===== src/rtl/arxsc_pkg.sv =====
// Shared types, constants and helper functions of the add-rotate-xor cipher.
package arxsc_pkg;

  localparam int WORD_W       = 32;
  localparam int NUM_WORDS    = 8;
  localparam int KEY_REG_W    = 64;
  localparam int NUM_CFG_REGS = 6;
  localparam int CFG_IDX_W    = 3;
  localparam int BYTES        = 4;
  localparam int COUNT_W      = 3;
  localparam int SETUP_ROUNDS = 64;
  localparam int ROUND_W      = $clog2(SETUP_ROUNDS + 1);
  localparam int QUEUE_DEPTH  = 2;
  localparam int QPTR_W       = $clog2(QUEUE_DEPTH);
  localparam int QCNT_W       = $clog2(QUEUE_DEPTH + 1);
  localparam int IN_TDATA_W   = 40;
  localparam int OUT_TDATA_W  = 64;

  // Configuration register indexes.
  typedef enum logic [CFG_IDX_W-1:0] {
    CFG_KEY_01   = 3'd0,
    CFG_KEY_23   = 3'd1,
    CFG_KEY_45   = 3'd2,
    CFG_KEY_67   = 3'd3,
    CFG_NONCE_01 = 3'd4,
    CFG_NONCE_23 = 3'd5
  } cfg_idx_t;

  // Item kinds.
  typedef enum logic {
    OP_SETUP = 1'b0,
    OP_DATA  = 1'b1
  } op_t;

  // One classified item as it travels from the front end to the engine.
  typedef struct packed {
    op_t               op;
    logic [WORD_W-1:0] data;
    logic [BYTES-1:0]  byte_en;
  } item_t;

  // Engine states.
  typedef enum logic [2:0] {
    ST_IDLE,
    ST_SEED,
    ST_ROUND,
    ST_FINAL,
    ST_FOLD,
    ST_DONE
  } state_t;

  // Rotate a word left by two bits.
  function automatic logic [WORD_W-1:0] rotl2(input logic [WORD_W-1:0] v);
    return {v[WORD_W-3:0], v[WORD_W-1:WORD_W-2]};
  endfunction

  // Byte enables for a byte count; counts of four and above enable all bytes.
  function automatic logic [BYTES-1:0] count_to_byte_en(input logic [COUNT_W-1:0] n);
    logic [BYTES-1:0] en;
    en = '0;
    for (int b = 0; b < BYTES; b++) begin
      en[b] = (n > COUNT_W'(b));
    end
    return en;
  endfunction

  // Widen byte enables into a bit mask.
  function automatic logic [WORD_W-1:0] byte_en_to_mask(input logic [BYTES-1:0] en);
    logic [WORD_W-1:0] m;
    m = '0;
    for (int b = 0; b < BYTES; b++) begin
      m[b*8 +: 8] = {8{en[b]}};
    end
    return m;
  endfunction

endpackage


===== src/rtl/arxsc_front.sv =====
// Input front end: accepts items, classifies them and queues them for the engine.
module arxsc_front
  import arxsc_pkg::*;
(
  input  logic                  clk,
  input  logic                  rst_n,
  input  logic                  in_tvalid,
  output logic                  in_tready,
  input  logic [IN_TDATA_W-1:0] in_tdata,
  input  logic                  in_tuser,
  output logic                  q_valid,
  output item_t                 q_item,
  input  logic                  q_pop
);

  item_t             queue_r [QUEUE_DEPTH];
  logic [QPTR_W-1:0] wr_ptr_r, wr_ptr_nxt;
  logic [QPTR_W-1:0] rd_ptr_r, rd_ptr_nxt;
  logic [QCNT_W-1:0] count_r, count_nxt;
  logic              push;
  logic              pop;
  item_t             new_item;

  // Classify the incoming item and precompute its byte enables.
  always_comb begin
    new_item.op      = op_t'(in_tuser);
    new_item.data    = in_tdata[WORD_W-1:0];
    new_item.byte_en = count_to_byte_en(in_tdata[WORD_W +: COUNT_W]);
  end

  assign in_tready = (count_r != QCNT_W'(QUEUE_DEPTH));
  assign push      = in_tvalid && in_tready;
  assign q_valid   = (count_r != '0);
  assign pop       = q_pop && q_valid;
  assign q_item    = queue_r[rd_ptr_r];

  // Pointer and fill count updates.
  always_comb begin
    wr_ptr_nxt = wr_ptr_r;
    rd_ptr_nxt = rd_ptr_r;
    count_nxt  = count_r;
    if (push) begin
      wr_ptr_nxt = (wr_ptr_r == QPTR_W'(QUEUE_DEPTH - 1)) ? '0 : wr_ptr_r + QPTR_W'(1);
    end
    if (pop) begin
      rd_ptr_nxt = (rd_ptr_r == QPTR_W'(QUEUE_DEPTH - 1)) ? '0 : rd_ptr_r + QPTR_W'(1);
    end
    if (push && !pop) begin
      count_nxt = count_r + QCNT_W'(1);
    end else if (pop && !push) begin
      count_nxt = count_r - QCNT_W'(1);
    end
  end

  always_ff @(posedge clk) begin
    if (!rst_n) begin
      wr_ptr_r <= '0;
      rd_ptr_r <= '0;
      count_r  <= '0;
    end else begin
      wr_ptr_r <= wr_ptr_nxt;
      rd_ptr_r <= rd_ptr_nxt;
      count_r  <= count_nxt;
    end
  end

  // Queue storage holds payload only.
  always_ff @(posedge clk) begin
    if (push) begin
      queue_r[wr_ptr_r] <= new_item;
    end
  end

endmodule


===== src/rtl/arxsc_core.sv =====
// Cipher engine: key setup, word-serial rounds, keystream fold and result register.
module arxsc_core
  import arxsc_pkg::*;
(
  input  logic                   clk,
  input  logic                   rst_n,
  input  logic                   cfg_we,
  input  logic [CFG_IDX_W-1:0]   cfg_index,
  input  logic [KEY_REG_W-1:0]   cfg_data,
  input  logic                   q_valid,
  input  item_t                  q_item,
  output logic                   q_pop,
  output logic                   out_tvalid,
  input  logic                   out_tready,
  output logic [OUT_TDATA_W-1:0] out_tdata,
  output logic                   out_tuser
);

  state_t             state_r, state_nxt;
  logic [KEY_REG_W-1:0] cfg_r [NUM_CFG_REGS];
  logic [WORD_W-1:0]  words_r [NUM_WORDS];
  logic [WORD_W-1:0]  sum_r;
  logic [WORD_W-1:0]  ctr_r;
  logic [WORD_W-1:0]  k_r;
  logic [2:0]         step_r;
  logic [ROUND_W-1:0] rounds_r;
  item_t              item_r;
  logic               keyed_r;
  logic               out_valid_r;
  logic [WORD_W-1:0]  out_data_r;
  logic [WORD_W-1:0]  out_ks_r;
  logic               out_nk_r;

  logic               pop;
  logic               out_load;
  logic               step_last;
  logic               round_last;
  logic               fold_last;
  logic [WORD_W-1:0]  new_word;
  logic [WORD_W-1:0]  fold_a;
  logic [WORD_W-1:0]  fold_b;

  // One word update of a round on the two words at the head of the rotating array.
  assign new_word = rotl2((words_r[0] + words_r[1] + sum_r) ^ words_r[0]);

  // Keystream fold operands for the current fold step.
  always_comb begin
    case (step_r[1:0])
      2'd0: begin
        fold_a = words_r[0];
        fold_b = words_r[6];
      end
      2'd1: begin
        fold_a = words_r[1];
        fold_b = words_r[5];
      end
      2'd2: begin
        fold_a = words_r[2];
        fold_b = words_r[4];
      end
      default: begin
        fold_a = words_r[3];
        fold_b = words_r[7];
      end
    endcase
  end

  assign step_last  = (step_r == 3'd7);
  assign round_last = step_last && (rounds_r == ROUND_W'(1));
  assign fold_last  = (step_r[1:0] == 2'd3);

  // Next state.
  always_comb begin
    state_nxt = state_r;
    case (state_r)
      ST_IDLE: begin
        if (q_valid) begin
          if (q_item.op == OP_SETUP) begin
            state_nxt = ST_SEED;
          end else if (keyed_r) begin
            state_nxt = ST_ROUND;
          end else begin
            state_nxt = ST_DONE;
          end
        end
      end
      ST_SEED: begin
        if (step_last) begin
          state_nxt = ST_ROUND;
        end
      end
      ST_ROUND: begin
        if (round_last) begin
          state_nxt = (item_r.op == OP_SETUP) ? ST_FINAL : ST_FOLD;
        end
      end
      ST_FINAL: begin
        if (step_last) begin
          state_nxt = ST_DONE;
        end
      end
      ST_FOLD: begin
        if (fold_last) begin
          state_nxt = ST_DONE;
        end
      end
      ST_DONE: begin
        if (!out_valid_r || out_tready) begin
          state_nxt = ST_IDLE;
        end
      end
      default: state_nxt = ST_IDLE;
    endcase
  end

  // State outputs.
  always_comb begin
    pop      = 1'b0;
    out_load = 1'b0;
    case (state_r)
      ST_IDLE: pop      = q_valid;
      ST_DONE: out_load = !out_valid_r || out_tready;
      default: begin
        pop      = 1'b0;
        out_load = 1'b0;
      end
    endcase
  end

  assign q_pop = pop;

  // Control registers.
  always_ff @(posedge clk) begin
    if (!rst_n) begin
      state_r     <= ST_IDLE;
      keyed_r     <= 1'b0;
      out_valid_r <= 1'b0;
    end else begin
      state_r <= state_nxt;
      if (state_r == ST_FINAL && step_last) begin
        keyed_r <= 1'b1;
      end
      if (out_load) begin
        out_valid_r <= 1'b1;
      end else if (out_tready) begin
        out_valid_r <= 1'b0;
      end
    end
  end

  // Configuration registers; writes to unused indexes are dropped.
  always_ff @(posedge clk) begin
    if (!rst_n) begin
      for (int i = 0; i < NUM_CFG_REGS; i++) begin
        cfg_r[i] <= '0;
      end
    end else if (cfg_we) begin
      case (cfg_idx_t'(cfg_index))
        CFG_KEY_01:   cfg_r[0] <= cfg_data;
        CFG_KEY_23:   cfg_r[1] <= cfg_data;
        CFG_KEY_45:   cfg_r[2] <= cfg_data;
        CFG_KEY_67:   cfg_r[3] <= cfg_data;
        CFG_NONCE_01: cfg_r[4] <= cfg_data;
        CFG_NONCE_23: cfg_r[5] <= cfg_data;
        default: ;
      endcase
    end
  end

  // Mixing state, sum, counter and sequencing counters.
  always_ff @(posedge clk) begin
    if (!rst_n) begin
      for (int i = 0; i < NUM_WORDS; i++) begin
        words_r[i] <= '0;
      end
      sum_r    <= '0;
      ctr_r    <= '0;
      k_r      <= '0;
      step_r   <= '0;
      rounds_r <= '0;
    end else begin
      case (state_r)
        ST_IDLE: begin
          step_r <= '0;
          k_r    <= '0;
          if (pop) begin
            if (q_item.op == OP_SETUP) begin
              // Load key words and fold in the nonce.
              for (int i = 0; i < NUM_WORDS / 4; i++) begin
                words_r[2*i]     <= cfg_r[i][KEY_REG_W-1:WORD_W];
                words_r[2*i + 1] <= cfg_r[i][WORD_W-1:0];
              end
              words_r[4] <= cfg_r[2][KEY_REG_W-1:WORD_W] ^ cfg_r[4][KEY_REG_W-1:WORD_W];
              words_r[5] <= cfg_r[2][WORD_W-1:0] ^ cfg_r[4][WORD_W-1:0];
              words_r[6] <= cfg_r[3][KEY_REG_W-1:WORD_W] ^ cfg_r[5][KEY_REG_W-1:WORD_W];
              words_r[7] <= cfg_r[3][WORD_W-1:0] ^ cfg_r[5][WORD_W-1:0];
              sum_r      <= '0;
              rounds_r   <= ROUND_W'(SETUP_ROUNDS);
            end else begin
              rounds_r <= ROUND_W'(1);
            end
          end
        end
        ST_SEED: begin
          // Sum the words one per cycle; the counter starts from the same sum.
          sum_r  <= sum_r + words_r[0];
          ctr_r  <= sum_r + words_r[0];
          step_r <= step_r + 3'd1;
          for (int i = 0; i < NUM_WORDS - 1; i++) begin
            words_r[i] <= words_r[i + 1];
          end
          words_r[NUM_WORDS - 1] <= words_r[0];
        end
        ST_ROUND: begin
          sum_r  <= sum_r + new_word + ctr_r;
          ctr_r  <= ctr_r + 32'd1;
          step_r <= step_r + 3'd1;
          for (int i = 0; i < NUM_WORDS - 1; i++) begin
            words_r[i] <= words_r[i + 1];
          end
          words_r[NUM_WORDS - 1] <= new_word;
          if (step_last) begin
            rounds_r <= rounds_r - ROUND_W'(1);
          end
        end
        ST_FINAL: begin
          sum_r  <= sum_r + words_r[0];
          step_r <= step_r + 3'd1;
          for (int i = 0; i < NUM_WORDS - 1; i++) begin
            words_r[i] <= words_r[i + 1];
          end
          words_r[NUM_WORDS - 1] <= words_r[0];
        end
        ST_FOLD: begin
          k_r    <= (k_r ^ fold_a) + fold_b;
          step_r <= step_r + 3'd1;
        end
        default: ;
      endcase
    end
  end

  // Current item and result payload registers.
  always_ff @(posedge clk) begin
    if (pop) begin
      item_r <= q_item;
    end
    if (out_load) begin
      out_data_r <= (item_r.op == OP_SETUP) ? '0
                    : ((item_r.data ^ k_r) & byte_en_to_mask(item_r.byte_en));
      out_ks_r   <= k_r;
      out_nk_r   <= (item_r.op == OP_DATA) && !keyed_r;
    end
  end

  assign out_tvalid = out_valid_r;
  assign out_tdata  = {out_ks_r, out_data_r};
  assign out_tuser  = out_nk_r;

endmodule


===== src/rtl/eight_word_add_rotate_xor_stream_cipher_unit.sv =====
// Top level of the eight-word add-rotate-xor stream cipher unit.
//
//   channel  ports       contents
//   -------  ----------  -------------------------------------------------
//   input    in_*        tuser: func; tdata: data_in, byte_count
//   result   out_*       tuser: not_keyed; tdata: data_out, keystream_word
//   config   cfg_*       write enable, register index, 64-bit write data
//
// A data item after key setup is taken off the queue, passes eight word updates
// of one round (one word per cycle) and four fold steps and loads the result
// register. A key setup seeds the sum and counter and runs 64 rounds of eight
// word updates. Data before any key setup skips the rounds and the fold. Reset
// is synchronous and clears the state, keys and queue. A two-entry queue
// takes items until full while the engine works or a result waits to be taken.
module eight_word_add_rotate_xor_stream_cipher_unit
  import arxsc_pkg::*;
(
  input  logic                   clk,
  input  logic                   rst_n,
  input  logic                   in_tvalid,
  output logic                   in_tready,
  input  logic [IN_TDATA_W-1:0]  in_tdata,   // data_in[31:0], byte_count[34:32], zero pad
  input  logic                   in_tuser,   // func
  output logic                   out_tvalid,
  input  logic                   out_tready,
  output logic [OUT_TDATA_W-1:0] out_tdata,  // data_out[31:0], keystream_word[63:32]
  output logic                   out_tuser,  // not_keyed
  input  logic                   cfg_we,
  input  logic [CFG_IDX_W-1:0]   cfg_index,
  input  logic [KEY_REG_W-1:0]   cfg_data
);

  logic  q_valid;
  item_t q_item;
  logic  q_pop;

  // Front end: accept and classify.
  arxsc_front u_front (
    .clk       (clk),
    .rst_n     (rst_n),
    .in_tvalid (in_tvalid),
    .in_tready (in_tready),
    .in_tdata  (in_tdata),
    .in_tuser  (in_tuser),
    .q_valid   (q_valid),
    .q_item    (q_item),
    .q_pop     (q_pop)
  );

  // Back end: cipher engine and result register.
  arxsc_core u_core (
    .clk        (clk),
    .rst_n      (rst_n),
    .cfg_we     (cfg_we),
    .cfg_index  (cfg_index),
    .cfg_data   (cfg_data),
    .q_valid    (q_valid),
    .q_item     (q_item),
    .q_pop      (q_pop),
    .out_tvalid (out_tvalid),
    .out_tready (out_tready),
    .out_tdata  (out_tdata),
    .out_tuser  (out_tuser)
  );

endmodule


===== config.mk =====
export PLATFORM = sky130hd
export DESIGN_NAME = eight_word_add_rotate_xor_stream_cipher_unit
export DESIGN_NICKNAME = d
export VERILOG_FILES = /design/src/rtl/arxsc_pkg.sv /design/src/rtl/arxsc_front.sv /design/src/rtl/arxsc_core.sv /design/src/rtl/eight_word_add_rotate_xor_stream_cipher_unit.sv
export SDC_FILE = /design/constraint.sdc
export NUM_CORES = 2
export LEC_CHECK = 0
export BUFFER_PORTS_ARGS = -buffer_cell sky130_fd_sc_hd__clkbuf_2
export CORE_ASPECT_RATIO = 1.4
export CORE_MARGIN = 1
export CORE_UTILIZATION = 60
export CTS_BUF_LIST = sky130_fd_sc_hd__clkbuf_8 sky130_fd_sc_hd__clkbuf_16
export CTS_CLUSTER_DIAMETER = 150
export DETAILED_ROUTE_END_ITERATION = 10
export PLACE_DENSITY = 0.78
export SYNTH_ARGS = -nofsm -noshare
export SYNTH_HDL_FRONTEND = slang
export SYNTH_SLANG_ARGS = --single-unit
export TNS_END_PERCENT = 20

===== constraint.sdc =====
create_clock -name clk -period 7.55 [get_ports clk]
set_input_delay 0.755 -clock clk [delete_from_list [all_inputs] [get_ports clk]]
set_output_delay 0.755 -clock clk [all_outputs]
set_load 0.05 [all_outputs]

==> run summary <==
Area contributors post-synth = edfxtp_1 (53%), and2_1 (5.3%), dfxtp_1 (5.0%), a22o_1 (3.6%), ha_1 (3.5%)
largest net degree at the start of global routing = 193
post-route ant nets = 0
CP Max Fanout = 4
RSZ-0062 raised after global routing = no
measured slew at the worst slew-check pin = 1.15 ns
Layout area overhead = 11.8%
core area = 76700 sq um
global-route wire length before repair = 201 mm
R2R setup slack = 0.34 ns
Tcrit/Tclk final = 95.5%
Clock Sinks = 932
CTS Buf Count = 88
CP most frequent cell = buf_4
layout cell share with drive strength beyond 1 = 12.7%
Rel. slew slack = 23.3%
crit path launch type = register
yosys warns = 0
DR iter-0 viols = 4065
r2r startpoint = u_core.words_r[0][33]$_DFFE_PP_
Max clock buf depth = 3
Synth Instances = 3841
Post-Route WL = 135 mm
Initial Utilization = 60.7%
hold buffers post-CTS = 0
Die Y = 332 microns
Synth cell types = 84
fillers = 5559
IO Count = 180
DR vias/cell = 6.38
Die ar. = 78800 sq um
# rows = 120
worst clock skew = 0.0303 ns
Buffers on Ports = 174
Clock Latency Late Sink = 0.67 ns
Hold Slack = 0.290 ns
Final Critical Period = 7.21 ns
placed cell areas = 49100 sq um
die width = 238 microns
Critical Path RT = 8.06 ns
Post-synth EDFFs = 816
reg-to-reg endpoint = u_core.sum_r[29]$_SDFFE_PN0P_
CP arrival = 7.72 ns
# H-tree levels = 3
final setup violation count = 0
drt pass-1 iters = 9
Post-Syn Area = 46600 sq um
via count = 32800
nets = 4334
Yosys reg bits = 932
antenna violations before repair = 13
Worst Hold Class = primary input to register
vias in the first global route = 32400
Static Leak = 20.5 nW
max-cap violation count = 0
top cell type by total area after synthesis = edfxtp_1
VDD IR max = 0.000326 V
remaining global-route overflow = 0
Synth Net Count = 4151
maximum clock frequency = 0.139 GHz
Worst Setup Path Type = register to register
CP endpoint kind = register
global-route usage over all layers = 34.5%
Avg Inst Size Synth = 12.1 sq um
Final Instance Area = 52100 sq um
CP Capture Point = u_core.sum_r[29]$_SDFFE_PN0P_
DP HPWL = 91.5 mm
GP Congestion = 1.00
Critical Path Max Stage Delay = 0.48 ns
share of the synthesized area in the top cell type = 52.6%
Cell Pwr Density = 488 nW/um^2
CP max-delay cell = fa_1
status = completed
worst setup path startpoint = u_core.words_r[0][33]$_DFFE_PP_
WL/cell = 26.4 microns
main flop type after synthesis = edfxtp_1
root buf cell = clkbuf_16
final hold violation count = 0
Seq/Total Area, Yosys = 57.6%
TritonCTS clock tree = yes
Reg clk slew, reported paths = 0.07 ns
DRC Markers = 0
setup TNS = 0 ns
Async SR Flop Fraction = 0%
max-slew violations = 0
Worst Reg-to-Reg Cells = 30
-- cell usage after synthesis (4+ instances only) --
| cell type | number |
|---|---|
| edfxtp_1 | 816 |
| and2_1 | 394 |
| nor2_1 | 291 |
| a21oi_1 | 214 |
| a22o_1 | 193 |
| xnor2_1 | 176 |
| clkbuf_1 | 171 |
| xor2_1 | 168 |
| inv_1 | 157 |
| nand2_1 | 153 |
| ha_1 | 131 |
| o21ai_0 | 131 |
| dfxtp_1 | 116 |
| a222oi_1 | 79 |
| a21o_1 | 71 |
| fa_1 | 66 |
| nand3_1 | 62 |
| a22oi_1 | 45 |
| nor3_1 | 44 |
| mux2_2 | 37 |
| nand4_1 | 20 |
| o21a_1 | 20 |
| a211oi_1 | 19 |
| a31oi_1 | 19 |
| buf_1 | 19 |
| and3_1 | 18 |
| nand2b_1 | 16 |
| o21bai_1 | 16 |
| a221oi_1 | 13 |
| nor4_1 | 13 |
| nor2b_1 | 11 |
| or3_1 | 10 |
| o21ai_1 | 9 |
| o31ai_1 | 9 |
| a211o_1 | 8 |
| o211ai_1 | 8 |
| or2_2 | 6 |
| a2111oi_0 | 5 |
| o221ai_1 | 5 |
| o22ai_1 | 5 |
| a221o_1 | 4 |
| nand3b_1 | 4 |
| nor3b_1 | 4 |
-- power by group --
part | total (mW) | switching (mW) | leakage, nW | internal [mW]
clock | 4.50 | 2.01 | 1.48 | 2.50
combinational | 12.8 | 7.98 | 10.0 | 4.86
sequential | 8.09 | 0.960 | 9.05 | 7.13
total | 25.4 | 10.9 | 20.5 | 14.5
-- critical path: cells and delay by family (launching register included) --
kind	cells	cell delay, ns
xor gates and xnor gates	1	0.15
and+or+nand+nor	4	0.75
buffers and inverters	4	0.55
DFF	1	0.42
AOI/OAI and AO/OA	15	3.28
adders and majority gates	6	1.90
-- worst min path at each step --
stage | slack (ns) | start | cells after the start | endpoint
finish | 0.29 | in_tdata[30] | 1 | u_front.queue_r[0][34]$_DFFE_PP_
global route | 0.27 | in_tdata[19] | 1 | u_front.queue_r[1][23]$_DFFE_PP_
CTS | 0.26 | in_tdata[30] | 1 | u_front.queue_r[0][34]$_DFFE_PP_
detailed placement | 0.49 | u_core.keyed_r$_SDFFE_PN0P_ | 2 | u_core.keyed_r$_SDFFE_PN0P_
global placement | 0.48 | u_core.keyed_r$_SDFFE_PN0P_ | 2 | u_core.keyed_r$_SDFFE_PN0P_
floorplan | 0.46 | u_core.keyed_r$_SDFFE_PN0P_ | 2 | u_core.keyed_r$_SDFFE_PN0P_
-- cells in the final DEF (no fill, tap or decap), types with 79 or more instances in the layout --
master       n
edfxtp_1   816
and2_1     394
nor2_1     281
a21oi_1    212
a22o_1     193
inv_1      178
xnor2_1    176
clkbuf_2   174
xor2_1     168
nand2_1    151
ha_1       126
o21ai_0    125
dfxtp_1    116
buf_4      109
clkbuf_16   88
a222oi_1    79
-- cells by family (layout without fill, tap and decap cells) --
| family | count (synthesis) | in the layout | share of synthesized area [%] |
|---|---|---|---|
| AOI/OAI and AO/OA | 915 | 915 | 14.1 |
| xor gates and xnor gates | 345 | 345 | 6.51 |
| adders and majority gates | 197 | 197 | 6.35 |
| buffers and inverters | 351 | 606 | 2.83 |
| DFF | 932 | 932 | 57.6 |
| muxes | 41 | 41 | 0.983 |
| other | 0 | 6 | 0 |
| and+or+nand+nor | 1060 | 1060 | 11.7 |
-- sequential cells by signal, indices dropped and copies added, names as in the netlist, 7 cells and up, named ones only --
signal / flops
u_core.out_ks_r: 32
u_core.rounds_r: 7
u_core.sum_r: 32
u_core.out_data_r: 32
u_front.queue_r: 74
u_core.item_r: 37
u_core.ctr_r: 32
u_core.k_r: 32
u_core.words_r: 256
u_core.cfg_r: 384
-- per-stage QoR --
| stage | total power [mW] | utilization, % | setup WS [ns] | cells |
|---|---|---|---|---|
| floorplan | 16.5 | - | 1.08 | 3841 |
| global route | 26.8 | 67.9 | 0.0315 | 5137 |
| CTS | 25.1 | 67.7 | 0.0365 | 5130 |
| global placement | 20.3 | 64.0 | -0.0879 | 4968 |
| detailed placement | 20.5 | 64.0 | -0.0945 | 4968 |
| finish | 25.4 | 67.9 | 0.336 | 5139 |
-- final cells by class --
cell class	count	area [sq um]	share of cell area [%]
sequential	932	26800	51.5
antenna	6	15.0	0.0288
timing repair buffer	284	1710	3.28
clock buffer	89	2220	4.25
inverter	160	604	1.16
clock inverter	73	663	1.27
tap	1037	1300	2.49
multi-input combinational	2558	18800	36.0
-- what timing repair did --
action                                  CTS  global route
endpoints found under the hold margin     0             0
endpoints found under the setup margin    2             7
pin swaps                                 1            20
setup buffers                             0             4
resized for setup                         2            18
-- per-layer routing --
layer  GRT usage (%)  vias to the layer above  wire (microns)
met5               0                        -              60
met4            16.3                        8            6370
met3            7.64                      332           14400
met2            56.4                     1858           65200
met1            43.6                    16000           49500
li1                -                    14500               -
Power figures use the tool's default switching activity.
